`src/rtl/smau_pkg.sv`:
```
// ----------------------------------------------------------------------------
// Sprite motion unit package
// Shared types, codes and helper functions for the sprite motion and
// animation unit.
// ----------------------------------------------------------------------------
package smau_pkg;

  // Inset of the sprite box used by the collide command.
  localparam int Border = 0;

  // Command codes carried in the mode field.
  typedef enum logic [2:0] {
    MODE_PLACE   = 3'd0,
    MODE_MOVE    = 3'd1,
    MODE_NEXT    = 3'd2,
    MODE_PREV    = 3'd3,
    MODE_SET     = 3'd4,
    MODE_DIE     = 3'd5,
    MODE_COLLIDE = 3'd6
  } mode_t;

  // Life state codes as reported on the result channel.
  typedef enum logic [1:0] {
    LIFE_ALIVE = 2'd0,
    LIFE_DYING = 2'd1,
    LIFE_DEAD  = 2'd2
  } life_t;

  // Configuration register indexes.
  typedef enum logic [2:0] {
    REG_VIEW_LEFT     = 3'd0,
    REG_VIEW_TOP      = 3'd1,
    REG_VIEW_RIGHT    = 3'd2,
    REG_VIEW_BOTTOM   = 3'd3,
    REG_SPRITE_WIDTH  = 3'd4,
    REG_SPRITE_HEIGHT = 3'd5,
    REG_NORMAL_FRAMES = 3'd6,
    REG_DYING_FRAMES  = 3'd7
  } cfg_reg_t;

  // Configuration register file contents.
  typedef struct packed {
    logic [15:0] view_left;
    logic [15:0] view_top;
    logic [15:0] view_right;
    logic [15:0] view_bottom;
    logic [7:0]  sprite_width;
    logic [7:0]  sprite_height;
    logic [7:0]  normal_frames;
    logic [7:0]  dying_frames;
  } cfg_t;

  // One command transaction.
  typedef struct packed {
    logic [2:0]  mode;
    logic [15:0] place_x;
    logic [15:0] place_y;
    logic [15:0] step_dx;
    logic [15:0] step_dy;
    logic [8:0]  frame_number;
    logic [15:0] other_left;
    logic [15:0] other_top;
    logic [15:0] other_right;
    logic [15:0] other_bottom;
    logic        other_alive;
  } cmd_t;

  // One result transaction.
  typedef struct packed {
    logic [15:0] pos_x;
    logic [15:0] pos_y;
    logic [8:0]  frame_index;
    logic [1:0]  life_state;
    logic        collided;
  } res_t;

  // Position and velocity of one axis after a move.
  typedef struct packed {
    logic [15:0] pos;
    logic [15:0] vel;
  } axis_t;

  // Step one axis, then bounce off [lo, hi) for a sprite of extent ext.
  function automatic axis_t axis_move(logic [15:0] pos, logic [15:0] vel,
                                      logic [15:0] step, logic [15:0] lo,
                                      logic [15:0] hi, logic [7:0] ext);
    logic [15:0]        sum;
    logic signed [17:0] far_edge;
    logic               bounce;
    axis_t              r;
    sum      = pos + step;
    far_edge = $signed({{2{sum[15]}}, sum}) + $signed({10'd0, ext});
    bounce   = (far_edge >= $signed({{2{hi[15]}}, hi})) ||
               ($signed(sum) < $signed(lo));
    r.vel    = bounce ? (16'd0 - vel) : vel;
    r.pos    = bounce ? (sum + r.vel) : sum;
    return r;
  endfunction

endpackage

```
`src/rtl/smau_cfg_regs.sv`:
```
// ----------------------------------------------------------------------------
// Sprite motion unit configuration registers
// Write-only register file for the viewport, sprite size and frame counts.
// ----------------------------------------------------------------------------
module smau_cfg_regs import smau_pkg::*; (
  input  logic        clk,
  input  logic        rst,
  input  logic        cfg_write,
  input  logic [2:0]  cfg_index,
  input  logic [15:0] cfg_data,
  output cfg_t        cfg
);

  // Register writes, selected by index.
  always_ff @(posedge clk) begin
    if (rst) begin
      cfg.view_left     <= 16'd0;
      cfg.view_top      <= 16'd0;
      cfg.view_right    <= 16'd320;
      cfg.view_bottom   <= 16'd240;
      cfg.sprite_width  <= 8'd16;
      cfg.sprite_height <= 8'd16;
      cfg.normal_frames <= 8'd1;
      cfg.dying_frames  <= 8'd0;
    end else if (cfg_write) begin
      unique case (cfg_reg_t'(cfg_index))
        REG_VIEW_LEFT:     cfg.view_left     <= cfg_data;
        REG_VIEW_TOP:      cfg.view_top      <= cfg_data;
        REG_VIEW_RIGHT:    cfg.view_right    <= cfg_data;
        REG_VIEW_BOTTOM:   cfg.view_bottom   <= cfg_data;
        REG_SPRITE_WIDTH:  cfg.sprite_width  <= cfg_data[7:0];
        REG_SPRITE_HEIGHT: cfg.sprite_height <= cfg_data[7:0];
        REG_NORMAL_FRAMES: cfg.normal_frames <= cfg_data[7:0];
        REG_DYING_FRAMES:  cfg.dying_frames  <= cfg_data[7:0];
        default: ;
      endcase
    end
  end

endmodule

```
`src/rtl/smau_core.sv`:
```
// ----------------------------------------------------------------------------
// Sprite motion unit execution core
// Sprite state registers and the combinational command logic that updates
// them and forms the result of each command.
// ----------------------------------------------------------------------------
module smau_core import smau_pkg::*; (
  input  logic clk,
  input  logic rst,
  input  cfg_t cfg,
  input  logic exec_en,
  input  cmd_t cmd,
  output res_t res
);

  logic [15:0] x_position, x_position_next;
  logic [15:0] y_position, y_position_next;
  logic [15:0] x_velocity, x_velocity_next;
  logic [15:0] y_velocity, y_velocity_next;
  logic [8:0]  current_frame, current_frame_next;
  life_t       life, life_next;

  axis_t              x_axis, y_axis;
  logic [9:0]         frame_inc;
  logic [9:0]         frame_end;
  logic signed [17:0] box_x0, box_x1, box_y0, box_y1;
  logic               hit;

  // Bounce logic for both axes; y does not depend on x.
  assign x_axis = axis_move(x_position, x_velocity, cmd.step_dx, cfg.view_left,
                            cfg.view_right, cfg.sprite_width);
  assign y_axis = axis_move(y_position, y_velocity, cmd.step_dy, cfg.view_top,
                            cfg.view_bottom, cfg.sprite_height);

  // Frame counter arithmetic.
  assign frame_inc = {1'b0, current_frame} + 10'd1;
  assign frame_end = {2'b00, cfg.normal_frames} + {2'b00, cfg.dying_frames};

  // Inset own box and strict overlap test against the other rectangle.
  assign box_x0 = $signed({{2{x_position[15]}}, x_position}) + 18'(Border);
  assign box_y0 = $signed({{2{y_position[15]}}, y_position}) + 18'(Border);
  assign box_x1 = $signed({{2{x_position[15]}}, x_position})
                + $signed({10'd0, cfg.sprite_width}) - 18'(Border);
  assign box_y1 = $signed({{2{y_position[15]}}, y_position})
                + $signed({10'd0, cfg.sprite_height}) - 18'(Border);
  assign hit = cmd.other_alive
             && ($signed({{2{cmd.other_left[15]}}, cmd.other_left}) < box_x1)
             && ($signed({{2{cmd.other_right[15]}}, cmd.other_right}) > box_x0)
             && ($signed({{2{cmd.other_top[15]}}, cmd.other_top}) < box_y1)
             && ($signed({{2{cmd.other_bottom[15]}}, cmd.other_bottom}) > box_y0);

  // Next-state selection by command.
  always_comb begin
    x_position_next    = x_position;
    y_position_next    = y_position;
    x_velocity_next    = x_velocity;
    y_velocity_next    = y_velocity;
    current_frame_next = current_frame;
    life_next          = life;
    unique case (mode_t'(cmd.mode))
      MODE_PLACE: begin
        x_position_next    = cmd.place_x;
        y_position_next    = cmd.place_y;
        x_velocity_next    = cmd.step_dx;
        y_velocity_next    = cmd.step_dy;
        current_frame_next = 9'd0;
        life_next          = LIFE_ALIVE;
      end
      MODE_MOVE: begin
        x_position_next = x_axis.pos;
        x_velocity_next = x_axis.vel;
        y_position_next = y_axis.pos;
        y_velocity_next = y_axis.vel;
      end
      MODE_NEXT: begin
        unique case (life)
          LIFE_ALIVE: begin
            current_frame_next = (frame_inc >= {2'b00, cfg.normal_frames}) ?
                                 9'd0 : frame_inc[8:0];
          end
          LIFE_DYING: begin
            current_frame_next = frame_inc[8:0];
            if (frame_inc >= frame_end) begin
              life_next = LIFE_DEAD;
            end
          end
          default: ;
        endcase
      end
      MODE_PREV: begin
        current_frame_next = (current_frame == 9'd0) ?
                             ({1'b0, cfg.normal_frames} - 9'd1) :
                             (current_frame - 9'd1);
      end
      MODE_SET: begin
        current_frame_next = cmd.frame_number;
      end
      MODE_DIE: begin
        current_frame_next = {1'b0, cfg.normal_frames};
        life_next = (cfg.dying_frames != 8'd0) ? LIFE_DYING : LIFE_DEAD;
      end
      default: ;
    endcase
  end

  // State registers, updated once per executed command.
  always_ff @(posedge clk) begin
    if (rst) begin
      x_position    <= 16'd0;
      y_position    <= 16'd0;
      x_velocity    <= 16'd0;
      y_velocity    <= 16'd0;
      current_frame <= 9'd0;
      life          <= LIFE_ALIVE;
    end else if (exec_en) begin
      x_position    <= x_position_next;
      y_position    <= y_position_next;
      x_velocity    <= x_velocity_next;
      y_velocity    <= y_velocity_next;
      current_frame <= current_frame_next;
      life          <= life_next;
    end
  end

  // Result reflects the state after the command.
  assign res.pos_x       = x_position_next;
  assign res.pos_y       = y_position_next;
  assign res.frame_index = current_frame_next;
  assign res.life_state  = life_next;
  assign res.collided    = (mode_t'(cmd.mode) == MODE_COLLIDE) ? hit : 1'b0;

  // Place always revives the sprite at frame zero.
  a_place_revives: assert property (@(posedge clk) disable iff (rst)
    exec_en && (mode_t'(cmd.mode) == MODE_PLACE)
    |=> (life == LIFE_ALIVE) && (current_frame == 9'd0))
    else $error("place did not revive the sprite at frame zero");

  // Die without dying frames goes straight to dead.
  a_die_dead: assert property (@(posedge clk) disable iff (rst)
    exec_en && (mode_t'(cmd.mode) == MODE_DIE) && (cfg.dying_frames == 8'd0)
    |=> (life == LIFE_DEAD))
    else $error("die with no dying frames did not end dead");

  // Without an executed command the sprite state holds.
  a_state_holds: assert property (@(posedge clk) disable iff (rst)
    !exec_en |=> $stable(x_position) && $stable(y_position)
                 && $stable(current_frame) && $stable(life))
    else $error("sprite state changed without a command");

endmodule

```
`src/rtl/sprite_motion_animation_unit.sv`:
```
// ----------------------------------------------------------------------------
// Sprite motion and animation unit
// Holds one sprite's position, velocity, frame and life state and executes
// one command per transaction, returning one result per command.
// ----------------------------------------------------------------------------
// Usage:
//   Commands enter on cmd_valid/cmd_stall with the mode field selecting
//   place, move, next frame, previous frame, set frame, die or collide.
//   Each command produces exactly one result on res_valid/res_stall carrying
//   position, frame, life state and the collide flag.
//   A command accepted into the command register executes once the result
//   register can take its result, which is registered there.
//   Throughput is one command per cycle while res_stall is low: each axis
//   needs three adds, a negation and two compares on registered state, and
//   the command register refills while the result register drains.
//   When res_stall is held, the result register keeps its transaction, one
//   more command waits in the command register, and then cmd_stall rises.
//   The user must write the configuration through cfg_write, cfg_index and
//   cfg_data only while no command is in flight; the block does not check.
//   Synchronous reset clears both pipeline registers, sets the sprite to
//   alive at the origin with frame zero, and loads the default viewport.
// ----------------------------------------------------------------------------
module sprite_motion_animation_unit import smau_pkg::*; (
  input  logic               clk,
  input  logic               rst,
  // Configuration port.
  input  logic               cfg_write,
  input  logic [2:0]         cfg_index,
  input  logic [15:0]        cfg_data,
  // Command channel.
  input  logic               cmd_valid,
  output logic               cmd_stall,
  input  logic [2:0]         mode,
  input  logic signed [15:0] place_x,
  input  logic signed [15:0] place_y,
  input  logic signed [15:0] step_dx,
  input  logic signed [15:0] step_dy,
  input  logic [8:0]         frame_number,
  input  logic signed [15:0] other_left,
  input  logic signed [15:0] other_top,
  input  logic signed [15:0] other_right,
  input  logic signed [15:0] other_bottom,
  input  logic               other_alive,
  // Result channel.
  output logic               res_valid,
  input  logic               res_stall,
  output logic signed [15:0] pos_x,
  output logic signed [15:0] pos_y,
  output logic [8:0]         frame_index,
  output logic [1:0]         life_state,
  output logic               collided
);

  cfg_t cfg;
  cmd_t cmd_in;
  cmd_t cmd_q;
  logic cmd_q_valid;
  logic advance;
  logic cmd_take;
  res_t res_next;
  res_t res_q;

  smau_cfg_regs u_cfg_regs (
    .clk       (clk),
    .rst       (rst),
    .cfg_write (cfg_write),
    .cfg_index (cfg_index),
    .cfg_data  (cfg_data),
    .cfg       (cfg)
  );

  // Gather the command fields into one word.
  assign cmd_in.mode         = mode;
  assign cmd_in.place_x      = place_x;
  assign cmd_in.place_y      = place_y;
  assign cmd_in.step_dx      = step_dx;
  assign cmd_in.step_dy      = step_dy;
  assign cmd_in.frame_number = frame_number;
  assign cmd_in.other_left   = other_left;
  assign cmd_in.other_top    = other_top;
  assign cmd_in.other_right  = other_right;
  assign cmd_in.other_bottom = other_bottom;
  assign cmd_in.other_alive  = other_alive;

  // The held command executes when the result register can take its result.
  assign advance   = cmd_q_valid && (!res_valid || !res_stall);
  assign cmd_stall = cmd_q_valid && !advance;
  assign cmd_take  = cmd_valid && !cmd_stall;

  // Command register.
  always_ff @(posedge clk) begin
    if (rst) begin
      cmd_q_valid <= 1'b0;
    end else if (cmd_take) begin
      cmd_q_valid <= 1'b1;
    end else if (advance) begin
      cmd_q_valid <= 1'b0;
    end
  end

  always_ff @(posedge clk) begin
    if (cmd_take) begin
      cmd_q <= cmd_in;
    end
  end

  smau_core u_core (
    .clk     (clk),
    .rst     (rst),
    .cfg     (cfg),
    .exec_en (advance),
    .cmd     (cmd_q),
    .res     (res_next)
  );

  // Result register.
  always_ff @(posedge clk) begin
    if (rst) begin
      res_valid <= 1'b0;
    end else if (advance) begin
      res_valid <= 1'b1;
    end else if (!res_stall) begin
      res_valid <= 1'b0;
    end
  end

  always_ff @(posedge clk) begin
    if (advance) begin
      res_q <= res_next;
    end
  end

  assign pos_x       = res_q.pos_x;
  assign pos_y       = res_q.pos_y;
  assign frame_index = res_q.frame_index;
  assign life_state  = res_q.life_state;
  assign collided    = res_q.collided;

  // Commands are held back only while both registers are full and blocked.
  a_stall_cause: assert property (@(posedge clk) disable iff (rst)
    cmd_stall |-> cmd_q_valid && res_valid && res_stall)
    else $error("command stalled while the pipeline could move");

  // An executed command always shows up as a result at the next edge.
  a_exec_result: assert property (@(posedge clk) disable iff (rst)
    advance |=> res_valid)
    else $error("executed command produced no result transaction");

  // Reset empties both pipeline registers.
  a_reset_empty: assert property (@(posedge clk)
    rst |=> !cmd_q_valid && !res_valid)
    else $error("pipeline not empty after reset");

endmodule

```
`config.mk`:
```
export PLATFORM = sky130hd
export DESIGN_NAME = sprite_motion_animation_unit
export DESIGN_NICKNAME = d
export VERILOG_FILES = /design/src/rtl/smau_pkg.sv /design/src/rtl/smau_cfg_regs.sv /design/src/rtl/smau_core.sv /design/src/rtl/sprite_motion_animation_unit.sv
export SDC_FILE = /design/constraint.sdc
export NUM_CORES = 1
export LEC_CHECK = 0
export BUFFER_PORTS_ARGS = -buffer_cell sky130_fd_sc_hd__buf_4
export CELL_PAD_IN_SITES_DETAIL_PLACEMENT = 0
export CELL_PAD_IN_SITES_GLOBAL_PLACEMENT = 1
export CORE_AREA = 8 8 248 250
export DETAILED_ROUTE_END_ITERATION = 8
export DIE_AREA = 0 0 256 258
export GPL_TIMING_DRIVEN = 0
export MAX_ROUTING_LAYER = met4
export PLACE_DENSITY_LB_ADDON = 0.15
export SLEW_MARGIN = 20
export SYNTH_ARGS = -nofsm -noshare
export SYNTH_HDL_FRONTEND = slang
export SYNTH_SLANG_ARGS = --single-unit
export TNS_END_PERCENT = 20
```
`constraint.sdc`:
```
create_clock -name clk -period 11 [get_ports clk]
set_input_delay 1.65 -clock clk [delete_from_list [all_inputs] [get_ports clk]]
set_output_delay 1.65 -clock clk [all_outputs]
set_load 0.02 [all_outputs]
```
# Yosys cells after proc, flatten, opt, wreduce, memory -nomap -nowiden
# Index checks and enable logic that the tools add are counted.
# W data, S select, Z words.
dict set report classes {
  add_sub_neg 14
  magnitude_cmp 10
  eq_ne 15
  n_mux 20
  reduce_logical 30
}
# operator count
set ops {}
lappend ops {{$pmux W16 S2} 4}
lappend ops {{$add A16 B9 Y17} 4}
lappend ops {{$add A16 B16 Y16} 4}
lappend ops {{$mux W16} 4}
lappend ops {{$pmux W9 S5} 1}
lappend ops {{$ge A17 B16 Y1} 2}
lappend ops {{$lt A16 B17 Y1} 2}
lappend ops {{$gt A16 B16 Y1} 2}
lappend ops {{$lt A16 B16 Y1} 2}
lappend ops {{$sub A1 B16 Y16 const A} 2}
lappend ops {{$eq A3 B3 Y1 const B} 7}
lappend ops {{$mux W9} 2}
lappend ops {{$pmux W9 S2} 1}
lappend ops {{$reduce_and A2 Y1} 9}
lappend ops {{$eq A3 B2 Y1 const B} 4}
lappend ops {{$add A9 B1 Y10 const B} 1}
lappend ops {{$ge A10 B10 Y1} 1}
lappend ops {{$ge A10 B8 Y1} 1}
lappend ops {{$add A8 B8 Y9} 1}
lappend ops {{$logic_not A9 Y1} 1}
lappend ops {{$sub A8 B1 Y9 const B} 1}
lappend ops {{$sub A9 B1 Y9 const B} 1}
lappend ops {{$reduce_bool A8 Y1} 1}
lappend ops {{$logic_and A1 B1 Y1} 7}
lappend ops {{11 further kinds} 24}
dict set report word_totals {
  reg_bits 358
  input_bits 165
  output_inout_bits 46
  wordCells 121
}

# Logic depth before layout (Yosys ltp)
# Gate-level depths: netlist (run 1).
dict set report depth {
  depth_word 8
  depth_mapped 36
  ltp_nobuf 34
}

# Cells and area by module
# A second synthesis (run 1) with hierarchy kept.
dict set report unflattened {
  cells_unflattened 2436
  area_unflattened_um2 23552.6
}
# module n_inst cells_each area_each_um2 seq_area_each_um2
set by_module_without_submodules {}
lappend by_module_without_submodules {smau_core 1 1890 14067.2 1501.4}
lappend by_module_without_submodules {sprite_motion_animation_unit 1 195 5641.7 5595.4}
lappend by_module_without_submodules {smau_cfg_regs 1 351 3843.7 1921.8}

# Worst setup path after synthesis (run 1)
# OpenSTA, ideal clock, no wires.
dict set report synth_path {
  kind {input to register}
  start {input port res_stall}
  end {register cmd_q[0] (netlist name) (enable)}
  setup_time_ns 0.657
  arrival_ns 8.113
  required_time_ns 10.343
  setup_slack_ns 2.230
  path_stages 2
  n_path_buf 0
  cell_sequence {and3_1 > nor2b_1}
}
dict set report synth_between {
  elab_chain_cells 7
}
# item line_no
set synth_lines {}
lappend synth_lines {{from (decl)} sprite_motion_animation_unit.sv:46} ;# input logic res_stall,
lappend synth_lines {{$logic_not A1 Y1} -}
lappend synth_lines {{$logic_or A1 B1 Y1} sprite_motion_animation_unit.sv:86} ;# assign advance = cmd_q_valid && (!res_valid || !res_stall);
lappend synth_lines {{$logic_and A1 B1 Y1} sprite_motion_animation_unit.sv:86}
lappend synth_lines {{$logic_not A1 Y1} sprite_motion_animation_unit.sv:87} ;# assign cmd_stall = cmd_q_valid && !advance;
lappend synth_lines {{$logic_and A1 B1 Y1} sprite_motion_animation_unit.sv:87}
lappend synth_lines {{$logic_not A1 Y1} sprite_motion_animation_unit.sv:88} ;# assign cmd_take = cmd_valid && !cmd_stall;
lappend synth_lines {{$logic_and A1 B1 Y1} sprite_motion_animation_unit.sv:88}
lappend synth_lines {{net cmd_take} sprite_motion_animation_unit.sv:59} ;# logic cmd_take;
lappend synth_lines {{to (signal assigned)} sprite_motion_animation_unit.sv:103} ;# cmd_q <= cmd_in;
lappend synth_lines {{to (decl)} sprite_motion_animation_unit.sv:56} ;# cmd_t cmd_q;
# The timed path passes the listed nets, and every way through them passes these cells.
# A chain may end at the register's enable or synchronous reset.

==> metrics.md, run 1 <==
| Metric | Value |
|---|---|
| Ratio of cells with drive above 1 in the final layout | `11.87%` |
| Antenna violations before repair | `1` |
| Fmax achieved | `0.1082 GHz` |
| Tightest Hold Check Type | `register to register` |
| Total vias in the final route | `19.74k` |
| Placeable core region | `0.05737 mm^2` |
| Via-per-instance ratio | `5.592` |
| Netlist area before placement | `0.02276 mm^2` |
| Leakage dissipation | `10.81 nW` |
| Fin crit share | `84.02%` |
| Max-capacitance violation count | `0` |
| Relative slew slack | `28.54%` |
| Final core utilization | `46.97%` |
| Drt first pass iters | `5` |
| Die ar. | `0.06605 mm^2` |
| Final setup slack of the worst path | `1757 ps` |
| Post-synthesis to final-layout area growth | `18.39%` |
| Worst path slowest cell | `sky130_fd_sc_hd__xor2_1` |
| Buffer cell driving the clock tree root | `sky130_fd_sc_hd__clkbuf_16` |
| Total congestion overflow after global routing | `0` |
| TritonCTS Buffers | `44` |
| Avg Synthesized Cell Area | `9.196 um^2` |
| Clock net sink count | `358` |
| Run status | `finished clean` |
| Number of instances in the synthesized netlist | `2475` |
| Pins Over Slew Limit | `0` |
| Total DRC errors in the routed layout | `0` |
| Number of enable-type register cells in the synthesized netlist | `185` |
| Data required time at the worst endpoint | `11330 ps` |
| Top Ports | `211` |
| Post-cts repair resize count | `0` |
| H-tree depth | `2` |
| Std-Cell Rows | `88` |
| Final min period | `9243 ps` |
| Vertical die dimension | `258 um` |
| Most common cell after layout, fill and taps aside | `sky130_fd_sc_hd__nand2_1` |
| Synthesized flop and latch total | `358` |
| Initial Util | `39.67%` |
| Wire length of the first global-routing pass | `123700 um` |
| Post-detailed-route wirelength per cell | `23.93 um` |
| Worst Path Arrival | `9570 ps` |
| Vias in the first global route | `19.47k` |
| Count of nets after finishing | `3156` |
| Sequential share of the synthesized area | `39.63%` |
| Final setup fails | `0` |
| Maximum vdd ir drop | `0.1225 mV` |
| Most used flip-flop cell after synthesis | `sky130_fd_sc_hd__edfxtp_1` |
| Family with the most delay on the worst path | `compound AO/OA/AOI/OAI gates` |
| Clock-pin slew on the worst setup and hold paths | `60 ps` |
| Number of hold violations in the final report | `0` |
| Most used cells in the layout excluding fill and tap cells | `sky130_fd_sc_hd__nand2_1, sky130_fd_sc_hd__ha_1, sky130_fd_sc_hd__a21oi_1, sky130_fd_sc_hd__buf_4, sky130_fd_sc_hd__edfxtp_1` |
| Final weighted congestion in routability-driven placement | `0.9343` |
| Antenna Violating Nets Remaining | `0` |
| Critical Path End Type | `register` |
| Maximum cell stage delay along the critical path | `570 ps` |
| Die Width | `256 um` |
| Number of library cell types mapped by synthesis | `81` |
| Port buffer count | `200` |
| Buffering stage count on the worst path with inverters included | `2` |
| Half-perimeter wire length after detailed placement | `67150 um` |
| Post-synthesis async set-or-reset flop share | `0%` |
| Setup Slack @ Placement | `1825 ps` |
| Setup repair after global routing missed its margin | `false` |
| Clock network latency to the later pin of the worst-skew pair | `590 ps` |
| Pwr dens | `161.6 mW/mm^2` |
| Quantity of hold-fixing buffers added after cts | `0` |
| Maximum fanout along the worst path | `10` |
| Drt first-iter violations | `1340` |
| Post-CTS setup buffers | `0` |
| Clock skew after layout | `29.51 ps` |
| Pin count of the biggest net entering global routing | `36` |
| Startpoint-to-endpoint class of the critical path | `register to register` |
| WL final | `84460 um` |
| Total number of yosys warnings | `0` |
| Slew @ Worst Pin | `1072 ps` |
| Maximum buffer depth of the clock tree | `3` |
| Kind of launch point of the worst setup path | `register` |
| Clock tree from TritonCTS | `done` |
| Global-route total usage across every layer | `25.25%` |
| Nets in the synthesized netlist | `2903` |
==> flip-flops by register name, summed over array words and instances (netlist names), 9 cells and up <==
| signal | cells |
|---|---|
| cmd_q | 141 |
| frame_index | 9 |
| pos_x | 16 |
| pos_y | 16 |
| u_cfg_regs.cfg | 96 |
| u_core.current_frame | 9 |
| u_core.x_position | 16 |
| u_core.x_velocity | 16 |
| u_core.y_position | 16 |
| u_core.y_velocity | 16 |
==> cell families (layout without fill, tap and decap cells) <==
| group | Yosys count | after routing | synth area share, % |
|---|---|---|---|
| AO/OA/AOI/OAI | 704 | 704 | 19.64 |
| XOR/XNOR | 155 | 155 | 5.965 |
| adder cells (fa/ha/maj) | 263 | 263 | 14.76 |
| buffers and inverters | 276 | 565 | 4.684 |
| flip-flops | 358 | 358 | 39.63 |
| multiplexers | 28 | 28 | 1.259 |
| other | 0 | 1 | 0 |
| AND/OR/NAND/NOR | 691 | 691 | 14.07 |
==> final cells by class <==
| cell class | instances | area, um^2 |
|---|---|---|
| Clock inverter | 18 | 277.8 |
| Clock buffer | 64 | 1287 |
| Fill cell | 5569 | 30420 |
| Inverter | 183 | 686.9 |
| Tap cell | 765 | 957.2 |
| Multi-Input combinational cell | 1841 | 12680 |
| Sequential cell | 358 | 9019 |
| Timing Repair Buffer | 207 | 1649 |
| Buffer | 93 | 384.1 |
| Antenna cell | 1 | 2.502 |
==> synth_stat cells, types with 7 or more instances <==
cell type                  count  share of area (%)
sky130_fd_sc_hd__nand2_1     313                5.2
sky130_fd_sc_hd__ha_1        254                 14
sky130_fd_sc_hd__a21oi_1     242                5.3
sky130_fd_sc_hd__edfxtp_1    185                 24
sky130_fd_sc_hd__inv_1       181                3.0
sky130_fd_sc_hd__dfxtp_1     173                 15
sky130_fd_sc_hd__nor2_1      132                2.2
sky130_fd_sc_hd__o21ai_0     125                2.7
sky130_fd_sc_hd__xnor2_1     108                4.2
sky130_fd_sc_hd__clkbuf_1     79                1.3
sky130_fd_sc_hd__a21o_1       54                1.8
sky130_fd_sc_hd__nand3_1      50                1.1
sky130_fd_sc_hd__xor2_1       47                1.8
sky130_fd_sc_hd__o21a_1       41                1.4
sky130_fd_sc_hd__nor3_1       35               0.77
sky130_fd_sc_hd__o211ai_1     34                1.1
sky130_fd_sc_hd__a31oi_1      30               0.82
sky130_fd_sc_hd__nand4_1      29               0.80
sky130_fd_sc_hd__nor2b_1      27               0.74
sky130_fd_sc_hd__a22oi_1      24               0.79
sky130_fd_sc_hd__mux2i_1      23                1.0
sky130_fd_sc_hd__a211oi_1     19               0.63
sky130_fd_sc_hd__nand2b_1     19               0.52
sky130_fd_sc_hd__and3_1       16               0.44
sky130_fd_sc_hd__o22ai_1      16               0.44
sky130_fd_sc_hd__o21bai_1     14               0.46
sky130_fd_sc_hd__o31ai_1      14               0.46
sky130_fd_sc_hd__and2_1       13               0.36
sky130_fd_sc_hd__or3_1        13               0.36
sky130_fd_sc_hd__and4_1       10               0.38
sky130_fd_sc_hd__fa_1          9               0.79
sky130_fd_sc_hd__a221oi_1      7               0.27
sky130_fd_sc_hd__nor4_1        7               0.19
sky130_fd_sc_hd__o31a_1        7               0.27
sky130_fd_sc_hd__o41ai_1       7               0.27
sky130_fd_sc_hd__or4_1         7               0.23
==> where the power goes <==
part / switching [mW] / leakage (nW) / internal, mW / total (mW)
sequential: 0.0570 / 3.20 / 1.48 / 1.54
combinational: 0.753 / 6.85 / 0.481 / 1.23
clock: 0.624 / 0.761 / 0.959 / 1.58
==> final timing paths <==
kind                                     start                               to  slack [ps]  cells after the start
max          u_core.y_position[0]$_SDFFE_PP0P_              pos_y[15]$_DFFE_PP_        1760                     30
min            u_cfg_regs.cfg[64]$_SDFFE_PP0P_  u_cfg_regs.cfg[64]$_SDFFE_PP0P_         450                      2
max reg2reg  u_core.y_position[0]$_SDFFE_PP0P_              pos_y[15]$_DFFE_PP_        1760                     30
min reg2reg    u_cfg_regs.cfg[64]$_SDFFE_PP0P_  u_cfg_regs.cfg[64]$_SDFFE_PP0P_         450                      2
==> metal layers <==
metal  part of all wire (%)  up-vias  wire (um)  track usage, %
li1                       -     9496          -               -
met1                     42     9508      35190           30.34
met2                     50      580      42160           43.87
met3                    4.6      155       3917           2.633
met4                    3.8        0       3192           8.943
met5                      0        -          0               -
==> worst register-to-register path, delay by kind of cell (launching register included) <==
kind / cells / cell delay [ps]
AO/OA/AOI/OAI: 12 / 3490
AND/OR/NAND/NOR: 8 / 1880
adder cells (fa/ha/maj): 4 / 1360
XOR/XNOR: 4 / 1030
buffers and inverters: 2 / 820
flip-flops: 1 / 430
==> through the flow <==
step	cells	TNS [ps]	area (um^2)	hold WS, ps	power [mW]
floorplan	2475	0	22760	431.8	2.358
global placement	3440	-152870	25220	442.4	2.780
detailed placement	3447	0	25380	447.9	2.797
CTS	3529	0	26940	456.2	4.386
global route	3529	0	26940	473.8	4.557
finish	3530	0	26950	452.3	4.355
No activity file was read; power rests on OpenSTA's default activity.
==> inputs of run 2 (changes only) <==
Clock period 11 ns to 7.8 ns, I/O delays scaled along.
==> run 2 against run 1 <==
Effect of this change: wire length decreased by 0.10%; critical path depth increased by 2; register-to-register slack got worse by 1500 ps; highest routed layer unchanged; first-iteration DRC count increased by 7.7%; non-clock buffer count increased by 21; cell count increased by 0.62%; power increased by 41%; hold slack improved by 1.3 ps; clock power increased by 32%; sequential share of layout area decreased by 0.62 points; largest power group is now registers; clock-buffer cell count decreased by 5; setup slack got worse by 1500 ps.
==> metrics.md, run 2 (same netlist as run 1, synthesis figures left out) <==
| Metric | Value |
|---|---|
| Fill cell count | `5525 (-0.79%)` |
| Tightest Hold Check Type | `register to register` |
| Post-synthesis to final-layout area growth | `20.70%` |
| Largest register by flop count | `cmd_q` |
| Data required time at the worst endpoint | `8280 ps (-3050 ps)` |
| Final weighted congestion in routability-driven placement | `0.9467 (+1.3%)` |
| Global-route total usage across every layer | `24.86% (-0.38 points)` |
| Count of inserted antenna diode cells | `0 (-1)` |
| Relative slew slack | `29.07% (+0.53 points)` |
| Pin count of the biggest net entering global routing | `53 (+47%)` |
| Maximum fanout along the worst path | `10 (unchanged)` |
| Critical Path End Type | `register` |
| Wire length of the first global-routing pass | `122400 um (-1.1%)` |
| Port buffer count | `200 (unchanged)` |
| Total congestion overflow after global routing | `0 (unchanged)` |
| Clock-pin slew on the worst setup and hold paths | `60 ps (about the same)` |
| Half-perimeter wire length after detailed placement | `66760 um (-0.58%)` |
| Vertical die dimension | `258 um (unchanged)` |
| WL final | `84380 um (-0.10%)` |
| Drt first pass iters | `7 (+2)` |
| Startpoint-to-endpoint class of the critical path | `register to register` |
| Via-per-instance ratio | `5.612 (+0.36%)` |
| Total vias in the final route | `19.93k (+0.99%)` |
| Drt first-iter violations | `1443 (+7.7%)` |
| Register Area | `0.009024 mm^2 (about the same)` |
| Std-Cell Rows | `88 (unchanged)` |
| Ratio of cells with drive above 1 in the final layout | `15.03% (+3.2 points)` |
| Final setup fails | `0 (unchanged)` |
| TritonCTS Buffers | `45 (+2.3%)` |
| Vias in the first global route | `19.41k (-0.33%)` |
| Final setup slack of the worst path | `287.9 ps (-1469 ps)` |
| Clock net sink count | `358 (unchanged)` |
| Maximum vdd ir drop | `0.1906 mV (+56%)` |
| Maximum buffer depth of the clock tree | `3 (unchanged)` |
| Placeable core region | `0.05737 mm^2 (unchanged)` |
| Kind of launch point of the worst setup path | `register` |
| Post-detailed-route wirelength per cell | `23.75 um (-0.72%)` |
| Leakage dissipation | `11.05 nW (+2.2%)` |
| Sum of negative setup slack | `0 ps (unchanged)` |
| Antenna violations before repair | `0 (-1)` |
| Clock skew after layout | `35.68 ps (+6.164 ps)` |
| Clock tree from TritonCTS | `done` |
| Max-capacitance violation count | `0 (unchanged)` |
| Final core utilization | `47.89% (+0.91 points)` |
| Total DRC errors in the routed layout | `0 (unchanged)` |
| Setup Slack @ Placement | `-1408 ps (-3234 ps)` |
| Buffer cell driving the clock tree root | `sky130_fd_sc_hd__clkbuf_16` |
| Slew @ Worst Pin | `1054 ps (-17.69 ps)` |
| Most used cells in the layout excluding fill and tap cells | `sky130_fd_sc_hd__nand2_1, sky130_fd_sc_hd__ha_1, sky130_fd_sc_hd__a21oi_1, sky130_fd_sc_hd__buf_4, sky130_fd_sc_hd__edfxtp_1` |
| Worst path slowest cell | `sky130_fd_sc_hd__fa_2` |
| Die Width | `256 um (unchanged)` |
| Run status | `finished clean` |
| Top Ports | `211 (unchanged)` |
| Worst Path Arrival | `7990 ps (-1580 ps)` |
| Area taken by multi-input logic gates | `0.01309 mm^2 (+3.2%)` |
| Most common cell after layout, fill and taps aside | `sky130_fd_sc_hd__nand2_1` |
| Fin crit share | `96.31% (+12 points)` |
| Antenna Violating Nets Remaining | `0 (unchanged)` |
| H-tree depth | `2 (unchanged)` |
| Die ar. | `0.06605 mm^2 (unchanged)` |
| Count of nets after finishing | `3178 (+0.70%)` |
| Number of hold violations in the final report | `0 (unchanged)` |
| Maximum cell stage delay along the critical path | `650 ps (+80 ps)` |
| Pwr dens | `222.8 mW/mm^2 (+38%)` |
| Fmax achieved | `0.1331 GHz (+23%)` |
| Final min period | `7512 ps (-1731 ps)` |
| Clock network latency to the later pin of the worst-skew pair | `600 ps (about the same)` |
| Initial Util | `39.67% (unchanged)` |
| Max FFs per register | `141 (unchanged)` |
| Pins Over Slew Limit | `0 (unchanged)` |
| Largest registers | `cmd_q x141, u_cfg_regs.cfg x96` |
## run 2: critical path, delay by kind of cell (launching register included)
kind,cells,cell delay (ps)
XOR/XNOR,3,360
flip-flops,1,470
adder cells (fa/ha/maj),5,1730
buffers and inverters,4,630
AO/OA/AOI/OAI,15,2900
AND/OR/NAND/NOR,5,1300
## run 2: final timing paths
path	startpoint	endpoint	slack, ps	cells past startpoint
setup / recovery	cmd_q[90]$_DFFE_PP_	u_core.x_position[11]$_SDFFE_PP0P_	290	32
hold / removal	u_cfg_regs.cfg[71]$_SDFFE_PP0P_	u_cfg_regs.cfg[71]$_SDFFE_PP0P_	450	2
setup reg to reg	cmd_q[90]$_DFFE_PP_	u_core.x_position[11]$_SDFFE_PP0P_	290	32
hold reg to reg	u_cfg_regs.cfg[71]$_SDFFE_PP0P_	u_cfg_regs.cfg[71]$_SDFFE_PP0P_	450	2
## run 2: power breakdown
part	leakage [nW]	internal, mW	switching (mW)
sequential	3.21	2.09	0.0798
combinational	7.13	0.759	1.12
clock	0.716	1.20	0.875
## run 2: metal layers
metal | part of all wire (%) | vias up | GRT usage [%] | wire length [um]
met5 | 0 | - | - | 0
met4 | 3.3 | 0 | 7.616 | 2785
met3 | 4.3 | 133 | 2.419 | 3620
met2 | 50 | 571 | 43.75 | 42600
met1 | 42 | 9703 | 30.00 | 35370
li1 | - | 9527 | - | -
## run 2: what timing repair did
item	in CTS	in global routing
setup buffers	0	24
setup endpoints to repair	53	38
pin swaps	0	19
gates resized for setup	37	62
endpoints found under the hold margin	0	0
hold buffers	0	0
## run 2: layout make-up
cell class / instances / share of cell area, %
well taps: 765 / 3.484
repair buffers: 231 / 6.768
flip-flops and latches: 358 / 32.85
inverters: 183 / 2.501
clock inverters: 25 / 0.9018
clock buffers: 59 / 4.400
plain buffers: 90 / 1.439
multi-input cells: 1841 / 47.66
## run 2: per-stage QoR
step | hold slack [ps] | power (mW) | cells | instance area [um^2]
after detailed placement | 446.3 | 3.950 | 3447 | 25410
after floorplan | 431.8 | 3.322 | 2475 | 22760
after global routing | 472.6 | 6.399 | 3552 | 27470
after CTS | 454.4 | 6.077 | 3529 | 27020
final | 453.6 | 6.120 | 3552 | 27470
after global placement | 441.0 | 3.914 | 3440 | 25220
==> inputs of run 3 (changes only) <==
Settings changed: CORE_AREA 8 8 248 250 to 8 8 347 180, DIE_AREA 0 0 256 258 to 0 0 355 188.
==> run 3 against run 2 <==
Effect of this change: non-clock buffer count grew 4; combinational power increased by 9%; cell area grew 0.52%; flip-flop and latch count is the same; critical path depth did not move; critical endpoint is now pos_x[13]$_DFFE_PP_; global-route usage is 1.6 points higher.
==> metrics.md, run 3 (same netlist as run 1, synthesis figures left out) <==
| Metric | Value |
|---|---|
| Run status | `finished clean` |
| Antenna violations before repair | `5 (+5)` |
| Maximum buffer depth of the clock tree | `3 (unchanged)` |
| Most common cell after layout, fill and taps aside | `sky130_fd_sc_hd__nand2_1` |
| Std-Cell Rows | `63 (-28%)` |
| Final min period | `7674 ps (+162.0 ps)` |
| TritonCTS Buffers | `39 (-13%)` |
| Vertical die dimension | `188 um (-27%)` |
| Total power | `6.173 mW (+0.86%)` |
| Ratio of cells with drive above 1 in the final layout | `15.77% (+0.74 points)` |
| Post-synthesis to final-layout area growth | `21.32%` |
| Clock net sink count | `358 (unchanged)` |
| Clock network latency to the later pin of the worst-skew pair | `580 ps (-20 ps)` |
| Final setup fails | `0 (unchanged)` |
| Maximum vdd ir drop | `0.1597 mV (-16%)` |
| Initial Util | `39.23% (-0.44 points)` |
| Relative slew slack | `10.05% (-19 points)` |
| Wire length of the first global-routing pass | `130000 um (+6.3%)` |
| Port buffer count | `200 (unchanged)` |
| Clock tree from TritonCTS | `done` |
| Worst hold margin | `456.4 ps (+2.825 ps)` |
| Worst path slowest cell | `sky130_fd_sc_hd__or4_1` |
| Final weighted congestion in routability-driven placement | `0.9682 (+2.3%)` |
| WL final | `89270 um (+5.8%)` |
| Max-capacitance violation count | `0 (unchanged)` |
| Fmax achieved | `0.1303 GHz (-2.1%)` |
| GR met1 Demand/Resource | `42.01% (+12 points)` |
| Cell area reported after detailed placement | `0.02539 mm^2 (about the same)` |
| Largest registers | `cmd_q x141, u_cfg_regs.cfg x96` |
| Via-per-instance ratio | `5.754 (+2.5%)` |
| Total congestion overflow after global routing | `0 (unchanged)` |
| Max FFs per register | `141 (unchanged)` |
| Worst Path Arrival | `7990 ps (about the same)` |
| Number of standard cells in the layout, taps in and fillers out | `3560 (+0.23%)` |
| H-tree depth | `2 (unchanged)` |
| Die ar. | `0.06674 mm^2 (+1.0%)` |
| Post-detailed-route wirelength per cell | `25.08 um (+5.6%)` |
| Data required time at the worst endpoint | `8120 ps (-160 ps)` |
| Vias in the first global route | `19.72k (+1.6%)` |
| Leakage dissipation | `11.03 nW (-0.16%)` |
| Top Ports | `211 (unchanged)` |
| Clock skew after layout | `17.77 ps (-17.91 ps)` |
| Sum of negative setup slack | `0 ps (unchanged)` |
| Worst R2R Start | `cmd_q[90]$_DFFE_PP_` |
| Busiest layer in global routing | `met1` |
| Slew @ Worst Pin | `1337 ps (+282.6 ps)` |
| Final standard cell area without fillers | `0.02761 mm^2 (+0.52%)` |
| Clock-pin slew on the worst setup and hold paths | `60 ps (about the same)` |
| Fill cell count | `5563 (+0.69%)` |
| Register Area | `0.009032 mm^2 (about the same)` |
| GR Util met3 | `6.919% (+4.5 points)` |
| Antenna Violating Nets Remaining | `0 (unchanged)` |
| Drt first-iter violations | `2210 (+53%)` |
| Maximum cell stage delay along the critical path | `570 ps (-80 ps)` |
| Placeable core region | `0.05802 mm^2 (+1.1%)` |
| Most used cells in the layout excluding fill and tap cells | `sky130_fd_sc_hd__nand2_1, sky130_fd_sc_hd__ha_1, sky130_fd_sc_hd__a21oi_1, sky130_fd_sc_hd__buf_4, sky130_fd_sc_hd__edfxtp_1` |
| Drt first pass iters | `6 (-1)` |
| Startpoint-to-endpoint class of the critical path | `register to register` |
| Fin crit share | `98.39% (+2.1 points)` |
| Global-route total usage across every layer | `26.45% (+1.6 points)` |
| Largest register by flop count | `cmd_q` |
| Dpl cells | `3461 (+0.41%)` |
| Buffer cell driving the clock tree root | `sky130_fd_sc_hd__clkbuf_16` |
| Pins Over Slew Limit | `0 (unchanged)` |
| Setup repair after global routing missed its margin | `true` |
| Pwr dens | `223.6 mW/mm^2 (+0.34%)` |
| Total DRC errors in the routed layout | `0 (unchanged)` |
| Area taken by multi-input logic gates | `0.01334 mm^2 (+1.9%)` |
| Global-route track usage on met2 | `32.64% (-11 points)` |
| Startpoint of the lowest-slack hold path | `u_cfg_regs.cfg[93]$_SDFFE_PP0P_` |
| Count of nets after finishing | `3176 (-0.063%)` |
| Pin count of the biggest net entering global routing | `37 (-30%)` |
| Kind of launch point of the worst setup path | `register` |
| Total vias in the final route | `20.48k (+2.8%)` |
| Maximum fanout along the worst path | `10 (unchanged)` |
| Number of hold violations in the final report | `0 (unchanged)` |
| Crit. Startpoint | `cmd_q[90]$_DFFE_PP_` |
| Critical Path End Type | `register` |
| Tightest Hold Check Type | `register to register` |
| Die Width | `355 um (+39%)` |
| Half-perimeter wire length after detailed placement | `70600 um (+5.7%)` |
-- run 3: cell types whose count changed in the layout (fill, tap and decap cells not counted), moves of 5 or more --
cell / delta
sky130_fd_sc_hd__clkinv_2: -7
sky130_fd_sc_hd__clkbuf_1: -5
sky130_fd_sc_hd__xnor2_4: +5
sky130_fd_sc_hd__clkbuf_16: -6
sky130_fd_sc_hd__nor2_1: -5
sky130_fd_sc_hd__buf_12: +5
-- run 3: final cells by class --
cell class                 instances  area share (%)
multi-input combinational       1841           48.30
sequential                       358           32.71
timing repair buffer             235           6.779
clock buffer                      47           3.752
tap                              780           3.534
inverter                         183           2.488
buffer                            90           1.418
clock inverter                    23          0.9923
antenna                            3         0.02719
-- run 3: power breakdown --
| part | leakage (nW) | internal [mW] | switching, mW | total (mW) |
|---|---|---|---|---|
| Clock | 0.630 | 1.10 | 0.861 | 1.96 |
| Sequential | 3.21 | 2.09 | 0.0813 | 2.17 |
| Combinational | 7.20 | 0.793 | 1.26 | 2.05 |
-- run 3: timing repair --
item                       4_1_cts  5_1_grt
cloned                           0        0
hold buffers                     0        0
pin swaps                        8       24
gates resized for setup         62       76
buffers inserted                14       15
setup endpoints to repair       60       42
-- run 3: metal layers --
layer / vias to the layer above / routed length [um]
met1: 9893 / 45250
met3: 92 / 9860
met5: - / 0
met2: 979 / 32950
li1: 9519 / -
met4: 0 / 1211
-- run 3: per-stage QoR --
stage | util, % | setup WS, ps
2_1_floorplan | - | 705.6
3_3_place_gp | 43.50 | -2063
3_5_place_dp | 43.77 | -1953
4_1_cts | 46.77 | -8.134
5_1_grt | 47.59 | -51.07
6_report | 47.60 | 125.9
-- run 3: final timing paths --
kind | slack, ps | endpoint | cells past startpoint
worst max-delay path | 130 | pos_x[13]$_DFFE_PP_ | 32
worst min-delay path | 460 | u_cfg_regs.cfg[93]$_SDFFE_PP0P_ | 2
worst min register to register | 460 | u_cfg_regs.cfg[93]$_SDFFE_PP0P_ | 2
worst max register to register | 130 | pos_x[13]$_DFFE_PP_ | 32
-- run 3: critical path: cells and delay by family (launching register included) --
family                     cells  cell delay, ps
xor gates and xnor gates       4             660
buffers and inverters          5             760
and+or+nand+nor                8            1740
adders and majority gates      5            1370
AOI/OAI and AO/OA              9            2080
DFF                            1             420
muxes                          1             350
